$ cat config.mk
export PLATFORM = sky130hd
export DESIGN_NAME = frt_scan
export DESIGN_NICKNAME = d
export VERILOG_FILES = /design/src/design/frt_pkg.sv /design/src/design/frt_scan.sv
export VERILOG_INCLUDE_DIRS = /design/src /design/src/design
export SDC_FILE = /design/constraint.sdc
export NUM_CORES = 1
export LEC_CHECK = 0
export ABC_AREA = 0
export ABC_CLOCK_PERIOD_IN_PS = 7200
export BUFFER_PORTS_ARGS = -buffer_cell sky130_fd_sc_hd__clkbuf_2
export CORE_ASPECT_RATIO = 0.5
export CORE_UTILIZATION = 44
export CTS_BUF_LIST = sky130_fd_sc_hd__clkbuf_8
export CTS_CLUSTER_SIZE = 20
export DETAILED_ROUTE_END_ITERATION = 8
export GPL_TIMING_DRIVEN = 1
export MAX_ROUTING_LAYER = met4
export PLACE_DENSITY_LB_ADDON = 0.2
export SYNTH_ARGS = -nofsm -noshare
export SYNTH_HDL_FRONTEND = slang
export SYNTH_SLANG_ARGS = --single-unit
$ cat constraint.sdc
create_clock -name clk -period 7.2 [get_ports clk]
set_input_delay 1.44 -clock clk [delete_from_list [all_inputs] [get_ports clk]]
set_output_delay 1.44 -clock clk [all_outputs]
set_load 0.05 [all_outputs]
$ cat src/design/assert_macros.svh
// Assertion macros used by the translator RTL.
`ifndef ASSERT_MACROS_SVH
`define ASSERT_MACROS_SVH
`ifndef SYNTHESIS
// Same-cycle implication, disabled while reset is asserted.
`define FRT_ASSERT_IMPL(label, clk, rst_n, ante, cons) \
	label: assert property (@(posedge clk) disable iff (!rst_n) (ante) |-> (cons)) \
		else $error("assertion failed");
// Next-cycle implication, disabled while reset is asserted.
`define FRT_ASSERT_NEXT(label, clk, rst_n, ante, cons) \
	label: assert property (@(posedge clk) disable iff (!rst_n) (ante) |=> (cons)) \
		else $error("assertion failed");
`else
`define FRT_ASSERT_IMPL(label, clk, rst_n, ante, cons)
`define FRT_ASSERT_NEXT(label, clk, rst_n, ante, cons)
`endif
`endif

$ cat src/design/frt_pkg.sv
// Types, codes and constants of the fragment read translator.
package frt_pkg;

	localparam int DEF_MAX_FRAGMENTS = 64;
	localparam int SECTOR_SHIFT      = 9;
	localparam logic [31:0] CACHE_RESET = 32'hFFFF_FFFF;

	localparam logic OP_LOAD = 1'b0;
	localparam logic OP_READ = 1'b1;

	localparam logic CMD_SEEK = 1'b0;
	localparam logic CMD_READ = 1'b1;

	typedef struct packed {
		logic        op;
		logic [5:0]  entry_index;
		logic [31:0] frag_start;
		logic [31:0] frag_length;
		logic [31:0] frag_first_sector;
		logic [31:0] read_offset;
		logic [31:0] read_length;
		logic [31:0] read_dest;
	} frt_req_t;

	typedef struct packed {
		logic        command_kind;
		logic [31:0] target_sector;
		logic [6:0]  word_in_sector;
		logic [31:0] transfer_length;
		logic [31:0] transfer_dest;
		logic        last;
	} frt_cmd_t;

	typedef struct packed {
		logic [31:0] start;
		logic [31:0] size;
		logic [31:0] sector;
	} frt_entry_t;

	typedef enum logic [2:0] {
		ST_IDLE,
		ST_SCAN,
		ST_REL,
		ST_SEC,
		ST_EMIT,
		ST_READ
	} frt_state_t;

endpackage

$ cat src/design/frt_scan.sv
// Scan sequencer: table walk, sector math, seek cache and command register.
`include "assert_macros.svh"
module frt_scan
	import frt_pkg::*;
#(
	parameter int MAX_FRAGMENTS = DEF_MAX_FRAGMENTS,
	localparam int IDX_W = $clog2(MAX_FRAGMENTS),
	localparam int CNT_W = $clog2(MAX_FRAGMENTS + 1)
) (
	input  logic             clk,
	input  logic             arst_n,
	input  logic             second_disc,
	input  logic             req_valid,
	output logic             req_stall,
	input  frt_req_t         req,
	output logic             cmd_valid,
	input  logic             cmd_stall,
	output frt_cmd_t         cmd,
	output logic             tbl_we,
	output logic [IDX_W-1:0] tbl_waddr,
	output frt_entry_t       tbl_wdata,
	output logic             tbl_re,
	output logic [IDX_W-1:0] tbl_raddr,
	input  frt_entry_t       tbl_rdata
);

	localparam logic [CNT_W-1:0] LIMIT_FULL = CNT_W'(MAX_FRAGMENTS);
	localparam logic [CNT_W-1:0] LIMIT_HALF = CNT_W'(MAX_FRAGMENTS / 2);

	frt_state_t state_q, state_d;
	logic [CNT_W-1:0] cnt_q, cnt_d, limit;
	logic pend_s1, pend_d;
	logic [31:0] offset_q, len_q, dest_q;
	logic [31:0] start_q, sector_q, rel_q, sec_q, cached_q;
	logic [31:0] idx_ext, entry_end;
	logic req_acc, match, out_free, out_valid_q;
	logic latch_req, latch_entry, emit_seek, emit_read;
	frt_cmd_t out_q;

	assign req_stall = (state_q != ST_IDLE);
	assign req_acc   = req_valid && !req_stall;
	assign limit     = second_disc ? LIMIT_HALF : LIMIT_FULL;
	assign out_free  = !out_valid_q || !cmd_stall;
	assign cmd_valid = out_valid_q;
	assign cmd       = out_q;

	// Load beats go straight to the table; out-of-range slots are dropped.
	assign idx_ext   = 32'(req.entry_index);
	assign tbl_we    = req_acc && (req.op == OP_LOAD) && (idx_ext < 32'(MAX_FRAGMENTS));
	assign tbl_waddr = idx_ext[IDX_W-1:0];
	assign tbl_wdata = '{start: req.frag_start, size: req.frag_length,
		sector: req.frag_first_sector};
	assign tbl_raddr = cnt_q[IDX_W-1:0];

	assign entry_end = tbl_rdata.start + tbl_rdata.size;
	assign match     = pend_s1 && (offset_q >= tbl_rdata.start) && (offset_q <= entry_end);

	always_ff @(posedge clk or negedge arst_n) begin
		if (!arst_n) begin
			state_q <= ST_IDLE;
			cnt_q   <= '0;
			pend_s1 <= 1'b0;
		end else begin
			state_q <= state_d;
			cnt_q   <= cnt_d;
			pend_s1 <= pend_d;
		end
	end

	always_comb begin
		state_d     = state_q;
		cnt_d       = cnt_q;
		pend_d      = 1'b0;
		tbl_re      = 1'b0;
		latch_req   = 1'b0;
		latch_entry = 1'b0;
		emit_seek   = 1'b0;
		emit_read   = 1'b0;
		unique case (state_q)
			ST_IDLE: begin
				if (req_acc && (req.op == OP_READ)) begin
					latch_req = 1'b1;
					cnt_d     = '0;
					state_d   = ST_SCAN;
				end
			end
			ST_SCAN: begin
				// First hit wins; no further entries are read after it.
				priority if (match) begin
					latch_entry = 1'b1;
					state_d     = ST_REL;
				end else if (cnt_q < limit) begin
					tbl_re = 1'b1;
					pend_d = 1'b1;
					cnt_d  = cnt_q + CNT_W'(1);
				end else begin
					state_d = ST_IDLE;
				end
			end
			ST_REL: state_d = ST_SEC;
			ST_SEC: state_d = ST_EMIT;
			ST_EMIT: begin
				if (out_free) begin
					if (sec_q != cached_q) begin
						emit_seek = 1'b1;
						state_d   = ST_READ;
					end else begin
						emit_read = 1'b1;
						state_d   = ST_IDLE;
					end
				end
			end
			ST_READ: begin
				if (out_free) begin
					emit_read = 1'b1;
					state_d   = ST_IDLE;
				end
			end
			default: state_d = ST_IDLE;
		endcase
	end

	always_ff @(posedge clk) begin
		if (latch_req) begin
			offset_q <= req.read_offset;
			len_q    <= req.read_length;
			dest_q   <= req.read_dest;
		end
		if (latch_entry) begin
			start_q  <= tbl_rdata.start;
			sector_q <= tbl_rdata.sector;
		end
		if (state_q == ST_REL) begin
			rel_q <= offset_q - start_q;
		end
		if (state_q == ST_SEC) begin
			sec_q <= sector_q + (rel_q >> SECTOR_SHIFT);
		end
		if (emit_seek) begin
			out_q <= '{command_kind: CMD_SEEK, target_sector: sec_q, word_in_sector: '0,
				transfer_length: '0, transfer_dest: '0, last: 1'b0};
		end else if (emit_read) begin
			out_q <= '{command_kind: CMD_READ, target_sector: sec_q,
				word_in_sector: rel_q[8:2], transfer_length: len_q,
				transfer_dest: dest_q, last: 1'b1};
		end
	end

	always_ff @(posedge clk or negedge arst_n) begin
		if (!arst_n) begin
			out_valid_q <= 1'b0;
			cached_q    <= CACHE_RESET;
		end else begin
			if (emit_seek || emit_read) begin
				out_valid_q <= 1'b1;
			end else if (!cmd_stall) begin
				out_valid_q <= 1'b0;
			end
			if (emit_seek) begin
				cached_q <= sec_q;
			end
		end
	end

	`FRT_ASSERT_IMPL(a_seek_then_read, clk, arst_n,
		out_valid_q && (out_q.command_kind == CMD_SEEK), state_q == ST_READ)
	`FRT_ASSERT_IMPL(a_seek_sets_cache, clk, arst_n,
		out_valid_q && (out_q.command_kind == CMD_SEEK), cached_q == out_q.target_sector)
	`FRT_ASSERT_IMPL(a_cnt_in_range, clk, arst_n, state_q == ST_SCAN, cnt_q <= limit)
	`FRT_ASSERT_NEXT(a_read_is_last, clk, arst_n, emit_read,
		out_q.last && (out_q.command_kind == CMD_READ))
	`FRT_ASSERT_IMPL(a_pend_only_scan, clk, arst_n, pend_s1, state_q == ST_SCAN)

endmodule

; Yosys cells after proc, flatten, opt, wreduce, memory -nomap -nowiden
; Index checks and enable logic that the tools add are counted.
[word_totals]
ram_bits = 0
register_bits = 372
inputBits = 300
mem_bits_ro = 0
n_memories = 0
elab_cells = 86
out_inout_bits = 217
latch_bits = 0
[classes]
n_reduce_logical = 17
multipliers = 0
shift = 0
n_div = 0
n_eq_ne = 13
muxes = 30
addsub = 4
bitwise = 1
magnitude_cmp = 4
[op_table]
columns = op, count
row1 = $mux 104, 2
row2 = $add 32x23->32, 1
row3 = $add 32x32->32, 1
row4 = $ge 32x32->1, 1
row5 = $le 32x32->1, 1
row6 = $ne 32x32->1, 1
row7 = $sub 32x32->32, 1
row8 = $mux 7, 4
row9 = $mux 3, 6
row10 = $pmux 3 s6, 1
row11 = $mux 1, 15
row12 = $pmux 7 s2, 1
row13 = $ne 2x2->1 const B, 5
row14 = $reduce_and 4->1, 2
row15 = $add 7x1->7 const B, 1
row16 = $lt 6x7->1 const B, 1
row17 = $lt 7x7->1, 1
row18 = $eq 3x2->1 const B, 2
row19 = $eq 3x3->1 const B, 2
row20 = $logic_and 1x1->1, 6
row21 = $reduce_bool 2->1, 2
row22 = $eq 3x1->1 const B, 1
row23 = $logic_not 1->1, 3
row24 = $logic_not 3->1, 1
row25 = 6 further kinds, 7

; Logic depth before layout (Yosys ltp)
; Gate-level depths: netlist of the first run.
[logic_depth]
word_depth = 6
mapped_depth = 21
ltp_nobuf = 21

; Least setup slack after synthesis of the first run
; OpenSTA, ideal clock, no wires.
[synth_path]
path_type = input to register
from = input port tbl_rdata[32] in the netlist's numbering
to = register sector_q[0], enable pin
path_slack_ps = 418
t_required_ps = 6763
arrival_ps = 6345
setup_time_ps = 437
stages = 19
path_buffers = 0
cell_sequence = ha_1 > inv_1 > fa_1 > nand2b_1 > a211oi_1 > o31a_1 > o31ai_4 > nand2_1 > a31o_2 > a21oi_1 > o31ai_2 > xnor2_1 > ha_1 > nand4_1 > nor4_1 > nand4_1 > nand3_1 > o221ai_4 > nor2_2
[synth_via]
elab_chain_cells = 5
[synth_rtl]
columns = item, line_no
row1 = from (decl), frt_scan.sv:24  ; input frt_entry_t tbl_rdata
row2 = $add 32x32->32, frt_scan.sv:55  ; assign entry_end = tbl_rdata.start + tbl_rdata.size;
row3 = $le 32x32->1, frt_scan.sv:56  ; assign match = pend_s1 && (offset_q >= tbl_rdata.start) && (offset_q <= entry_end);
row4 = $logic_and 1x1->1, frt_scan.sv:56
row5 = $mux 1, frt_scan.sv:89  ; priority if (match) begin
row6 = $mux 1, frt_scan.sv:79  ; unique case (state_q)
row7 = via latch_entry, frt_scan.sv:37  ; logic latch_req, latch_entry, emit_seek, emit_read;
row8 = to (signal assigned), frt_scan.sv:131  ; sector_q <= tbl_rdata.sector;
row9 = to (decl), frt_scan.sv:34  ; logic [31:0] start_q, sector_q, rel_q, sec_q, cached_q;
; The timed path passes the listed nets, and every way through them passes these cells.
; A chain may end at the register's enable or synchronous reset.

; Worst setup path after layout of the first run
[layout_path]
from = input port tbl_rdata[64] in the netlist's numbering
to = output port tbl_re
[layout_via]
elab_chain_cells = 5
[layout_rtl]
columns = item, line_no
row1 = $add 32x32->32 / $ge 32x32->1 (equally long branches), "frt_scan.sv:55, frt_scan.sv:56"
row2 = $le 32x32->1 / $logic_and 1x1->1 (equally long branches), frt_scan.sv:56
row3 = $logic_and 1x1->1 (*), frt_scan.sv:56
row4 = $mux 1 (*), frt_scan.sv:89
row5 = $mux 1 (*), frt_scan.sv:79
row6 = to (decl), frt_scan.sv:22  ; output logic tbl_re,
; Every way passes the cells marked *; elsewhere a longest branch is shown, timed or not.

==> results of run 1 <==
## cells in the mapped netlist (5+ instances only)
cell type,instances,area share (%)
a211oi_1,14,0.55
a21o_1,47,1.8
a21oi_1,92,2.4
a31oi_1,10,0.33
and2_1,35,1.1
and3_1,13,0.43
buf_2,5,0.13
buf_4,109,4.3
clkbuf_1,30,0.59
dfrtp_1,12,1.6
dfstp_2,32,4.4
dfxtp_1,72,7.5
edfxtp_1,254,40
ha_1,150,9.8
inv_1,89,1.7
mux2_2,32,1.9
nand2_1,190,3.7
nand2b_1,25,0.82
nand3_1,16,0.42
nand4_1,25,0.82
nor2_1,56,1.1
nor2b_1,18,0.59
nor3_1,19,0.50
nor3b_1,5,0.20
o211ai_1,8,0.31
o21a_1,15,0.59
o21ai_0,109,2.9
o21ai_1,11,0.29
o21bai_1,6,0.24
xnor2_1,80,3.7
xor2_1,34,1.6
## cell usage in the layout (no fill, tap or decap), drive strengths merged, types with 35 or more instances in the layout
master and count:
a21o 47, a21oi 96, and2 35, clkbuf 372, dfxtp 72, edfxtp 254
ha 150, inv 111, nand2 190, nor2 57, o21ai 121, xnor2 80
## flip-flops by register name, summed over array words and instances, names as in the netlist
register	cells
cmd	104
state_q	3
cnt_q	7
sec_q	32
rel_q	30
offset_q	32
pend_s1	1
sector_q	32
len_q	32
cached_q	32
cmd_valid	1
dest_q	32
start_q	32
## timing repair
item | in CTS | in global routing
setup endpoints to repair | 0 | 1
buffers inserted | 0 | 0
resized for setup | 0 | 6
hold buffers | 0 | 0
## path summary, 6_finish.rpt
kind	to	from	slack, ns
max in group asynchronous	cached_q[3]$_DFFE_PN1P_	arst_n	5.89
min in group asynchronous	cnt_q[5]$_DFFE_PN0P_	arst_n	0.88
min	cmd[10]$_SDFFE_PP0P_	cmd[10]$_SDFFE_PP0P_	0.45
min reg2reg	cmd[10]$_SDFFE_PP0P_	cmd[10]$_SDFFE_PP0P_	0.45
max reg2reg	start_q[0]$_DFFE_PP_	offset_q[5]$_DFFE_PP_	3.85
max	tbl_re	tbl_rdata[64]	0.33
## layer usage
| metal | track usage (%) | wire length [µm] |
|---|---|---|
| met5 | - | 0 |
| met4 | 5.31 | 873 |
| met3 | 6.79 | 3700 |
| met2 | 36.5 | 23600 |
| met1 | 25.9 | 20500 |
## cells by family after synthesis
| kind of cell | count (synthesis) | synth area share (%) |
|---|---|---|
| buf+inv | 236 | 6.80 |
| simple gates | 424 | 10.6 |
| flops | 370 | 53.4 |
| mux | 36 | 2.09 |
| fa+ha+maj | 152 | 10.0 |
| compound gates | 353 | 11.9 |
| xor+xnor | 114 | 5.22 |
## power by group through the flow
stage	logic, mW	clock network, mW	registers [mW]
2_1_floorplan	1.42	0	3.88
3_3_place_gp	2.64	0	3.17
3_5_place_dp	2.67	0	3.18
4_1_cts	2.67	1.79	3.14
5_1_grt	2.88	1.88	3.19
6_report	2.64	1.72	3.14
## worst max-delay path, cell delays in order
cell	delay, ns
clkbuf_2	0.10
ha_1	0.17
inv_1	0.06
fa_1	0.39
nand2b_1	0.20
a211oi_2	0.22
buf_4	0.16
o31a_1	0.26
o31ai_4	0.10
nand2_1	0.08
a31o_2	0.18
a21oi_1	0.09
o31ai_2	0.27
xnor2_1	0.10
ha_1	0.32
nand4_1	0.18
nor4_2	0.25
nand4_1	0.17
nand3_1	0.15
o221ai_4	0.15
nand2_1	0.12
inv_1	0.06
buf_2	0.20
## metrics by stage
stage | setup WS, ns | util [%]
floorplan | 0.418 | -
global placement | 0.251 | 48.5
detailed placement | 0.0691 | 48.5
CTS | 0.0444 | 51.1
global route | -0.0599 | 51.1
finish | 0.329 | 51.1
## cell type report
cell class	instances	share of cell area, %
diodes	1	0.0115
repair buffers	324	7.67
inverters	91	1.60
flip-flops and latches	370	47.0
multi-input cells	1079	35.3
clock buffers	61	3.87
well taps	577	3.33
clock inverters	42	1.17
==> metrics.txt, run 1 <==
# TYPE chip_impl_metric gauge
chip_impl_metric{name="drt_iter0_markers",unit=""} 616
chip_impl_info{name="result_of_the_run",value="finished, final reports clean"} 1
chip_impl_metric{name="worst-endpoint-required",unit="ns"} 5.76
chip_impl_metric{name="final.hold.worst_slack",unit="ns"} 0.451
chip_impl_metric{name="hold-path-cell-count",unit=""} 2
chip_impl_metric{name="drive_above_1_share",unit="%"} 25.5
chip_impl_metric{name="vdd_ir_drop_max",unit="mV"} 0.214
chip_impl_metric{name="final-hold-violation-count",unit=""} 0
chip_impl_metric{name="fin_skew",unit="ns"} 0.0235
chip_impl_metric{name="drc",unit=""} 0
chip_impl_metric{name="fin_area",unit="mm²"} 0.0217
chip_impl_info{name="dominantRegCellSynth",value="edfxtp_1"} 1
chip_impl_metric{name="final.setup.tns",unit="ns"} 0
chip_impl_metric{name="internal_power",unit="mW"} 4.54
chip_impl_info{name="clockRootBuffer",value="clkbuf_8"} 1
chip_impl_metric{name="setup_viol_count_final",unit=""} 0
chip_impl_metric{name="insertion_delay",unit="ns"} 0.64
chip_impl_metric{name="floorplan.io_pins",unit=""} 517
chip_impl_metric{name="place_inst",unit=""} 2441
chip_impl_metric{name="synth_cells",unit=""} 1685
chip_impl_metric{name="timing.final.crit_share",unit="%"} 95.4
chip_impl_info{name="tritoncts",value="done"} 1
chip_impl_metric{name="first_global_vias",unit=""} 12534
chip_impl_metric{name="net_switching_power_of_the_design",unit="mW"} 2.96
chip_impl_metric{name="cts.sinks",unit=""} 370
chip_impl_metric{name="cts_inserted_buffers",unit=""} 55
chip_impl_metric{name="pwr-share-clk",unit="%"} 23.0
chip_impl_metric{name="grt_pass1_wl",unit="µm"} 72600
chip_impl_metric{name="area_growth_syn_to_layout",unit="%"} 13.5
chip_impl_metric{name="post-layout-total-power",unit="mW"} 7.50
chip_impl_metric{name="final_cell_count_no_fill",unit=""} 2545
chip_impl_metric{name="number_of_antenna_violations_at_the_first_check_in_global_routing",unit=""} 2
chip_impl_metric{name="part_of_the_power_in_combinational_logic",unit="%"} 35.2
chip_impl_metric{name="via_per_inst",unit=""} 5.06
chip_impl_info{name="timing_worst_setup_path_type",value="in2out"} 1
chip_impl_metric{name="initial_core_util",unit="%"} 45.1
chip_impl_metric{name="postSynthRegisterBits",unit=""} 370
chip_impl_metric{name="cts.htree.levels",unit=""} 2
chip_impl_metric{name="swShare",unit="%"} 39.5
chip_impl_metric{name="detail_route.first_pass.iterations",unit=""} 5
chip_impl_metric{name="vias",unit=""} 12870
chip_impl_metric{name="power_density",unit="mW/mm²"} 346
chip_impl_metric{name="place.port_buffers",unit=""} 312
chip_impl_metric{name="final_antenna_net_count",unit=""} 0
chip_impl_metric{name="tightest_slew",unit="ns"} 0.948
chip_impl_metric{name="cts.path.max_buffers",unit=""} 3
chip_impl_metric{name="rows",unit=""} 53
chip_impl_info{name="cp-start-kind",value="input pin"} 1
chip_impl_metric{name="placed_area",unit="mm²"} 0.0206
chip_impl_metric{name="global_routing_usage_summed_across_all_routing_layers",unit="%"} 21.9
chip_impl_metric{name="wl_per_cell",unit="µm"} 19.1
chip_impl_metric{name="sequential_share_of_the_synthesized_area",unit="%"} 53.4
chip_impl_metric{name="postSynthNetCount",unit=""} 2137
chip_impl_info{name="worstHoldPathType",value="reg2reg"} 1
chip_impl_metric{name="worst_slew_margin_rel",unit="%"} 36.8
chip_impl_metric{name="r2r.worst_path.cells",unit=""} 11
chip_impl_metric{name="final_max_slew_viol_count",unit=""} 0
chip_impl_metric{name="path_max_fanout",unit=""} 3
chip_impl_info{name="timing.critical_path.to_type",value="output port"} 1
chip_impl_metric{name="dieWidth",unit="µm"} 297
chip_impl_metric{name="seq_cell_area",unit="mm²"} 0.0102
chip_impl_metric{name="worst_ep_arrival_time",unit="ns"} 5.43
chip_impl_metric{name="die_area",unit="mm²"} 0.0444
chip_impl_metric{name="fmaxAchievable",unit="MHz"} 146
chip_impl_metric{name="p_leak",unit="nW"} 9.25
chip_impl_metric{name="multi_input_comb_area",unit="mm²"} 0.00766
chip_impl_metric{name="cts_clock_pin_slew_for_the_worst_setup_and_hold_paths",unit="ns"} 0.06
chip_impl_metric{name="design.core.area",unit="mm²"} 0.0424
chip_impl_metric{name="gpl.final_weighted_congestion",unit=""} 0.905
chip_impl_metric{name="max_cap_violations",unit=""} 0
chip_impl_metric{name="finalCriticalPeriod",unit="ns"} 6.87
chip_impl_metric{name="final_nets",unit=""} 2373
chip_impl_metric{name="synthesis_warnings",unit=""} 0
chip_impl_metric{name="edff_count_synth",unit=""} 254
chip_impl_metric{name="filler_cell_count",unit=""} 3900
chip_impl_metric{name="grt_max_degree",unit=""} 76
chip_impl_metric{name="synth_area_per_cell",unit="µm²"} 11.4
chip_impl_metric{name="route.final.wire_length",unit="µm"} 48700
chip_impl_metric{name="async_sr_flop_fraction",unit="%"} 11.9
chip_impl_metric{name="synth_cell_type_count",unit=""} 78
chip_impl_metric{name="seqPwrFrac",unit="%"} 41.8
chip_impl_metric{name="mappedNetlistArea",unit="mm²"} 0.0191
chip_impl_metric{name="dp_hpwl",unit="µm"} 37000
chip_impl_metric{name="global_route.overflow_total",unit=""} 0
chip_impl_metric{name="chipHeight",unit="µm"} 149
No activity file was read; power rests on OpenSTA's default activity.
==> run 2: changes to the inputs <==
- ABC_CLOCK_PERIOD_IN_PS: 7200 -> 5900
- MAX_ROUTING_LAYER: met4 -> not set
- clock period: 7.2 -> 5.9 ns (I/O delays scaled with it)
==> metrics.txt, run 2 (synthesis results as in run 1) <==
# TYPE chip_impl_metric gauge
chip_impl_info{name="result_of_the_run",value="finished, violations left"} 1
chip_impl_info{name="failed_checks",value="setup timing"} 1
chip_impl_metric{name="dp_hpwl",unit="µm"} 37100
chip_impl_metric{name="gpl.final_weighted_congestion",unit=""} 0.865
chip_impl_metric{name="detail_route.first_pass.iterations",unit=""} 6
chip_impl_metric{name="fin_skew",unit="ns"} 0.0373
chip_impl_metric{name="grt_pass1_wl",unit="µm"} 72600
chip_impl_metric{name="drive_above_1_share",unit="%"} 28.7
chip_impl_metric{name="grt_max_degree",unit=""} 90
chip_impl_metric{name="first_global_vias",unit=""} 12725
chip_impl_metric{name="wl_per_cell",unit="µm"} 18.5
chip_impl_info{name="clockRootBuffer",value="clkbuf_8"} 1
chip_impl_metric{name="drc",unit=""} 0
chip_impl_info{name="cp-start-kind",value="input pin"} 1
chip_impl_metric{name="r2r_setup_slack",unit="ns"} 2.41
chip_impl_metric{name="setup_viol_count_final",unit=""} 1
chip_impl_metric{name="insertion_delay",unit="ns"} 0.65
chip_impl_info{name="worstHoldPathType",value="reg2reg"} 1
chip_impl_metric{name="worst_slew_margin_rel",unit="%"} 35.9
chip_impl_metric{name="cts.path.max_buffers",unit=""} 3
chip_impl_metric{name="global_route.overflow_total",unit=""} 0
chip_impl_metric{name="tightest_slew",unit="ns"} 0.961
chip_impl_metric{name="post-layout-total-power",unit="mW"} 9.31
chip_impl_metric{name="preCtsSetupSlack",unit="ns"} -0.570
chip_impl_metric{name="cts_clock_pin_slew_for_the_worst_setup_and_hold_paths",unit="ns"} 0.06
chip_impl_metric{name="design.core.area",unit="mm²"} 0.0424
chip_impl_metric{name="chipHeight",unit="µm"} 149
chip_impl_metric{name="route.final.wire_length",unit="µm"} 48300
chip_impl_metric{name="worst-endpoint-required",unit="ns"} 4.72
chip_impl_metric{name="final_max_slew_viol_count",unit=""} 0
chip_impl_metric{name="final_antenna_net_count",unit=""} 0
chip_impl_metric{name="global_routing_usage_summed_across_all_routing_layers",unit="%"} 21.2
chip_impl_metric{name="finalCriticalPeriod",unit="ns"} 6.13
chip_impl_metric{name="via_per_inst",unit=""} 5.01
chip_impl_metric{name="critical_path.max_stage_delay",unit="ns"} 0.32
chip_impl_metric{name="timing.final.crit_share",unit="%"} 104
chip_impl_metric{name="drt_iter0_markers",unit=""} 654
chip_impl_metric{name="number_of_antenna_violations_at_the_first_check_in_global_routing",unit=""} 2
chip_impl_metric{name="area_growth_syn_to_layout",unit="%"} 17.0
chip_impl_info{name="mostFrequentLayoutCell",value="clkbuf_2"} 1
chip_impl_info{name="unrepaired_setup_endpoints_after_global_routing",value="true"} 1
chip_impl_metric{name="place_inst",unit=""} 2502
chip_impl_metric{name="die_area",unit="mm²"} 0.0444
chip_impl_info{name="critical-path-slowest-cell",value="nor4_2"} 1
chip_impl_metric{name="vdd_ir_drop_max",unit="mV"} 0.235
chip_impl_metric{name="final_cell_count_no_fill",unit=""} 2613
chip_impl_metric{name="cts_inserted_buffers",unit=""} 55
chip_impl_info{name="timing.critical_path.to_type",value="output port"} 1
chip_impl_info{name="timing.critical_path.cells",value="clkbuf_2 > buf_4 > ha_1 > a21oi_2 > nor3_2 > o211ai_1 > nand3_1 > o31ai_1 > buf_4 > a21oi_1 > o21ai_1 > a21oi_1 > xnor2_1 > ha_1 > nand4_1 > nor4_2 > nand4_1 > nand3_2 > o221ai_4 > nand2_2 > inv_2 > buf_8"} 1
chip_impl_info{name="reg2reg_from",value="state_q[2]$_DFFE_PN0P_"} 1
chip_impl_metric{name="largest_register_ffs",unit=""} 104
chip_impl_metric{name="floorplan.io_pins",unit=""} 517
chip_impl_metric{name="p_leak",unit="nW"} 9.62
chip_impl_metric{name="max_cap_violations",unit=""} 0
chip_impl_metric{name="timing.critical_path.buf_inv",unit=""} 5
chip_impl_metric{name="dieWidth",unit="µm"} 297
chip_impl_metric{name="vias",unit=""} 13083
chip_impl_info{name="timing_worst_setup_path_type",value="in2out"} 1
chip_impl_info{name="tritoncts",value="done"} 1
chip_impl_metric{name="rows",unit=""} 53
chip_impl_info{name="layout_common_cells",value="309 x clkbuf_2, 254 x edfxtp_1, 189 x nand2_1, 149 x ha_1, 106 x o21ai_0"} 1
chip_impl_metric{name="final_nets",unit=""} 2440
chip_impl_metric{name="fmaxAchievable",unit="MHz"} 163
chip_impl_info{name="hold_start",value="cmd[36]$_SDFFE_PP0P_"} 1
chip_impl_metric{name="worst_ep_arrival_time",unit="ns"} 4.95
chip_impl_metric{name="final-hold-violation-count",unit=""} 0
chip_impl_metric{name="power_density",unit="mW/mm²"} 416
chip_impl_metric{name="cts.htree.levels",unit=""} 2
chip_impl_metric{name="path_max_fanout",unit=""} 3
chip_impl_metric{name="initial_core_util",unit="%"} 45.1
chip_impl_info{name="crit_start",value="tbl_rdata[65]"} 1
chip_impl_metric{name="cts.hold.buffers_added",unit=""} 0
chip_impl_metric{name="setup_ws",unit="ns"} -0.229
chip_impl_metric{name="cts.sinks",unit=""} 370
chip_impl_info{name="crit_family",value="compound AO/OA/AOI/OAI gates"} 1
chip_impl_metric{name="place.port_buffers",unit=""} 312
-- run 2: power breakdown --
group	leakage (nW)	total, mW	switching [mW]	internal [mW]
registers	3.40	3.83	0.318	3.51
clock network	0.658	2.18	1.04	1.14
logic	5.56	3.30	2.26	1.04
total	9.62	9.31	3.62	5.69
-- run 2: repair_timing --
action,in CTS,in global routing
setup buffers,3,4
endpoints found under the setup margin,1,1
gates resized for setup,18,11
pin swaps,14,18
-- run 2: final cells by class --
class | instances | area [µm²]
fillers | 3835 | 20100
inverters | 91 | 347
flip-flops and latches | 370 | 10200
multi-input cells | 1079 | 7720
repair buffers | 391 | 2210
clock inverters | 36 | 229
clock buffers | 68 | 936
diodes | 1 | 2.50
well taps | 577 | 722
-- run 2: worst paths after layout --
path                                       endpoint  cells after the start
min in group asynchronous      cnt_q[3]$_DFFE_PN0P_                      2
max in group asynchronous  cached_q[15]$_DFFE_PN1P_                      2
min reg2reg                    cmd[36]$_SDFFE_PP0P_                      2
max reg2reg                cached_q[15]$_DFFE_PN1P_                      6
max                                          tbl_re                     22
min                            cmd[36]$_SDFFE_PP0P_                      2
-- run 2: layer usage --
metal | share of wire [%] | GRT usage [%] | vias up | wire length [µm]
li1 | - | - | 6513 | -
met1 | 42 | 26.0 | 6145 | 20200
met2 | 49 | 36.2 | 356 | 23500
met3 | 7.7 | 6.91 | 69 | 3720
met4 | 1.7 | 5.05 | 0 | 805
met5 | 0 | 0 | - | 0
-- run 2: stage by stage --
| step | setup TNS (ns) | utilization, % | hold slack (ns) | cell area (µm²) |
|---|---|---|---|---|
| 6_report | -0.229 | 52.7 | 0.450 | 22400 |
| 5_1_grt | -0.506 | 52.7 | 0.471 | 22400 |
| 4_1_cts | -0.263 | 52.6 | 0.457 | 22300 |
| 3_5_place_dp | -0.570 | 49.6 | 0.441 | 21100 |
| 3_3_place_gp | -0.571 | 49.6 | 0.433 | 21100 |
| 2_1_floorplan | 0 | - | 0.449 | 19100 |
-- run 2: worst register-to-register path: cells and delay by family, from the launching register on --
| kind | cells | cell delay [ns] |
|---|---|---|
| buffers and inverters | 2 | 1.16 |
| multiplexers | 1 | 0.38 |
| flip-flops | 1 | 0.51 |
| AND/OR/NAND/NOR | 3 | 1.37 |
==> run 3: changes to the inputs <==
- ABC_CLOCK_PERIOD_IN_PS: 5900 -> 5200
- clock period: 5.9 -> 5.2 ns (I/O delays scaled with it)
==> metrics.txt, run 3 (synthesis results as in run 1) <==
# TYPE chip_impl_metric gauge
chip_impl_info{name="cp-start-kind",value="input pin"} 1
chip_impl_info{name="timing_worst_setup_path_type",value="in2out"} 1
chip_impl_metric{name="worst_slew_margin_rel",unit="%"} 38.5
chip_impl_metric{name="die_area",unit="mm²"} 0.0444
chip_impl_metric{name="drive_above_1_share",unit="%"} 28.7
chip_impl_metric{name="drc",unit=""} 0
chip_impl_metric{name="largest_register_ffs",unit=""} 104
chip_impl_metric{name="first_global_vias",unit=""} 12731
chip_impl_metric{name="drt_iter0_markers",unit=""} 574
chip_impl_metric{name="placed_area",unit="mm²"} 0.0212
chip_impl_metric{name="number_of_antenna_violations_at_the_first_check_in_global_routing",unit=""} 1
chip_impl_info{name="result_of_the_run",value="finished, violations left"} 1
chip_impl_metric{name="cts.htree.levels",unit=""} 2
chip_impl_metric{name="cts.path.max_buffers",unit=""} 3
chip_impl_metric{name="cts_inserted_buffers",unit=""} 55
chip_impl_metric{name="insertion_delay",unit="ns"} 0.64
chip_impl_metric{name="detail_route.first_pass.iterations",unit=""} 5
chip_impl_info{name="failed_checks",value="setup timing"} 1
chip_impl_metric{name="post-layout-total-power",unit="mW"} 10.5
chip_impl_metric{name="route.final.wire_length",unit="µm"} 48600
chip_impl_metric{name="tightest_slew",unit="ns"} 0.923
chip_impl_metric{name="floorplan.io_pins",unit=""} 517
chip_impl_metric{name="fmaxAchievable",unit="MHz"} 171
chip_impl_metric{name="fin_area",unit="mm²"} 0.0224
chip_impl_info{name="tritoncts",value="done"} 1
chip_impl_metric{name="worst_ep_arrival_time",unit="ns"} 4.82
chip_impl_metric{name="cts.sinks",unit=""} 370
chip_impl_metric{name="cts.hold.buffers_added",unit=""} 0
chip_impl_metric{name="global_routing_usage_summed_across_all_routing_layers",unit="%"} 21.5
chip_impl_metric{name="antenna-diode-count",unit=""} 0
chip_impl_metric{name="rows",unit=""} 53
chip_impl_metric{name="finalCriticalPeriod",unit="ns"} 5.86
chip_impl_metric{name="design.core.area",unit="mm²"} 0.0424
chip_impl_info{name="worstHoldPathType",value="reg2reg"} 1
chip_impl_info{name="layout_common_cells",value="311 x clkbuf_2, 254 x edfxtp_1, 190 x nand2_1, 148 x ha_1, 110 x inv_1"} 1
chip_impl_metric{name="final-hold-violation-count",unit=""} 0
chip_impl_metric{name="filler_cell_count",unit=""} 3803
chip_impl_metric{name="gpl.final_weighted_congestion",unit=""} 0.854
chip_impl_info{name="grt_busiest_layer",value="met2"} 1
chip_impl_metric{name="vdd_ir_drop_max",unit="mV"} 0.277
chip_impl_metric{name="worst-endpoint-required",unit="ns"} 4.16
chip_impl_metric{name="initial_core_util",unit="%"} 45.1
chip_impl_metric{name="globalRouteMet1Util",unit="%"} 25.8
chip_impl_metric{name="final_nets",unit=""} 2454
chip_impl_info{name="unrepaired_setup_endpoints_after_global_routing",value="true"} 1
chip_impl_metric{name="gr-usage-met3",unit="%"} 7.48
chip_impl_metric{name="grt_max_degree",unit=""} 74
chip_impl_metric{name="cts_clock_pin_slew_for_the_worst_setup_and_hold_paths",unit="ns"} 0.06
chip_impl_metric{name="power_density",unit="mW/mm²"} 470
chip_impl_metric{name="dp_hpwl",unit="µm"} 37500
chip_impl_metric{name="max_cap_violations",unit=""} 0
chip_impl_metric{name="area_growth_syn_to_layout",unit="%"} 17.0
chip_impl_metric{name="path_max_fanout",unit=""} 3
chip_impl_metric{name="global_route.overflow_total",unit=""} 0
chip_impl_metric{name="final_util",unit="%"} 52.7
chip_impl_metric{name="place.port_buffers",unit=""} 312
chip_impl_metric{name="fin_skew",unit="ns"} 0.0358
chip_impl_metric{name="setup_viol_count_final",unit=""} 1
chip_impl_metric{name="setup_ws",unit="ns"} -0.661
chip_impl_metric{name="via_per_inst",unit=""} 5.00
chip_impl_metric{name="groute.layer.met2.usage",unit="%"} 36.6
chip_impl_info{name="mostFrequentLayoutCell",value="clkbuf_2"} 1
chip_impl_metric{name="final_antenna_net_count",unit=""} 0
chip_impl_info{name="timing.critical_path.to_type",value="output port"} 1
chip_impl_metric{name="final.setup.tns",unit="ns"} -0.661
chip_impl_metric{name="p_leak",unit="nW"} 9.67
chip_impl_metric{name="dieWidth",unit="µm"} 297
chip_impl_metric{name="chipHeight",unit="µm"} 149
chip_impl_info{name="clockRootBuffer",value="clkbuf_8"} 1
chip_impl_metric{name="final_max_slew_viol_count",unit=""} 0
chip_impl_metric{name="wl_per_cell",unit="µm"} 18.5
chip_impl_metric{name="vias",unit=""} 13126
chip_impl_metric{name="timing.final.crit_share",unit="%"} 113
chip_impl_metric{name="grt_pass1_wl",unit="µm"} 72900
## run 3: cell types whose count changed in the layout (fill, tap and decap cells not counted), moves of 2 or more
cell	change
a21oi_1	+2
a21oi_2	-2
buf_4	+14
buf_8	-2
clkbuf_2	+2
clkbuf_8	-7
inv_1	+6
inv_2	-2
o21ai_1	-2
## run 3: per-stage QoR
stage / hold slack (ns) / std cells / setup slack (ns)
floorplan: 0.449 / 1685 / -0.210
CTS: 0.456 / 2624 / -0.671
global placement: 0.432 / 2521 / -0.622
finish: 0.453 / 2624 / -0.661
global route: 0.480 / 2624 / -1.00
detailed placement: 0.441 / 2521 / -0.711
## run 3: final timing paths
check / startpoint / endpoint / slack [ns] / cells after the start
worst max-delay path: tbl_rdata[32] / tbl_re / -0.66 / 22
worst min-delay path: cmd[2]$_SDFFE_PP0P_ / cmd[2]$_SDFFE_PP0P_ / 0.45 / 2
worst max register to register: offset_q[5]$_DFFE_PP_ / start_q[8]$_DFFE_PP_ / 1.94 / 11
worst min register to register: cmd[2]$_SDFFE_PP0P_ / cmd[2]$_SDFFE_PP0P_ / 0.45 / 2
max in group asynchronous: arst_n / cached_q[24]$_DFFE_PN1P_ / 4.26 / 2
min in group asynchronous: arst_n / cnt_q[5]$_DFFE_PN0P_ / 0.51 / 2
## run 3: report_power, final
part / switching [mW] / leakage (nW) / internal, mW
Sequential: 0.359 / 3.40 / 3.98
Clock: 1.18 / 0.650 / 1.24
Combinational: 2.56 / 5.62 / 1.19
## run 3: layer usage
layer | routed length (µm) | part of all wire [%]
met1 | 20100 | 41
met2 | 23400 | 48
met3 | 3950 | 8.1
met4 | 1050 | 2.2
met5 | 33 | 0.068
## run 3: critical path: stages
cell      delay (ns)
clkbuf_2        0.11
ha_4            0.14
inv_2           0.03
fa_2            0.33
nand2b_4        0.16
a211oi_4        0.29
o31a_1          0.29
o31ai_4         0.09
nand2_1         0.08
a31o_2          0.19
a21oi_2         0.07
o31ai_2         0.26
xnor2_1         0.11
ha_1            0.32
nand4_1         0.18
nor4_2          0.22
nand4_1         0.16
nand3_1         0.16
o221ai_4        0.17
nand2_1         0.13
inv_1           0.06
clkbuf_4        0.21
## run 3: timing repair
action	4_1_cts	5_1_grt
setup endpoints to repair	1	1
resized for setup	4	1
pin swaps	1	0
buffers inserted	1	0
## run 3: cell type report
class                      instances  area (µm²)  share of cell area (%)
sequential                       370       10200                    45.6
inverter                          91         347                    1.55
multi-input combinational       1079        7700                    34.4
tap                              577         722                    3.23
timing repair buffer             405        2290                    10.2
clock buffer                      61         840                    3.75
clock inverter                    41         277                    1.24
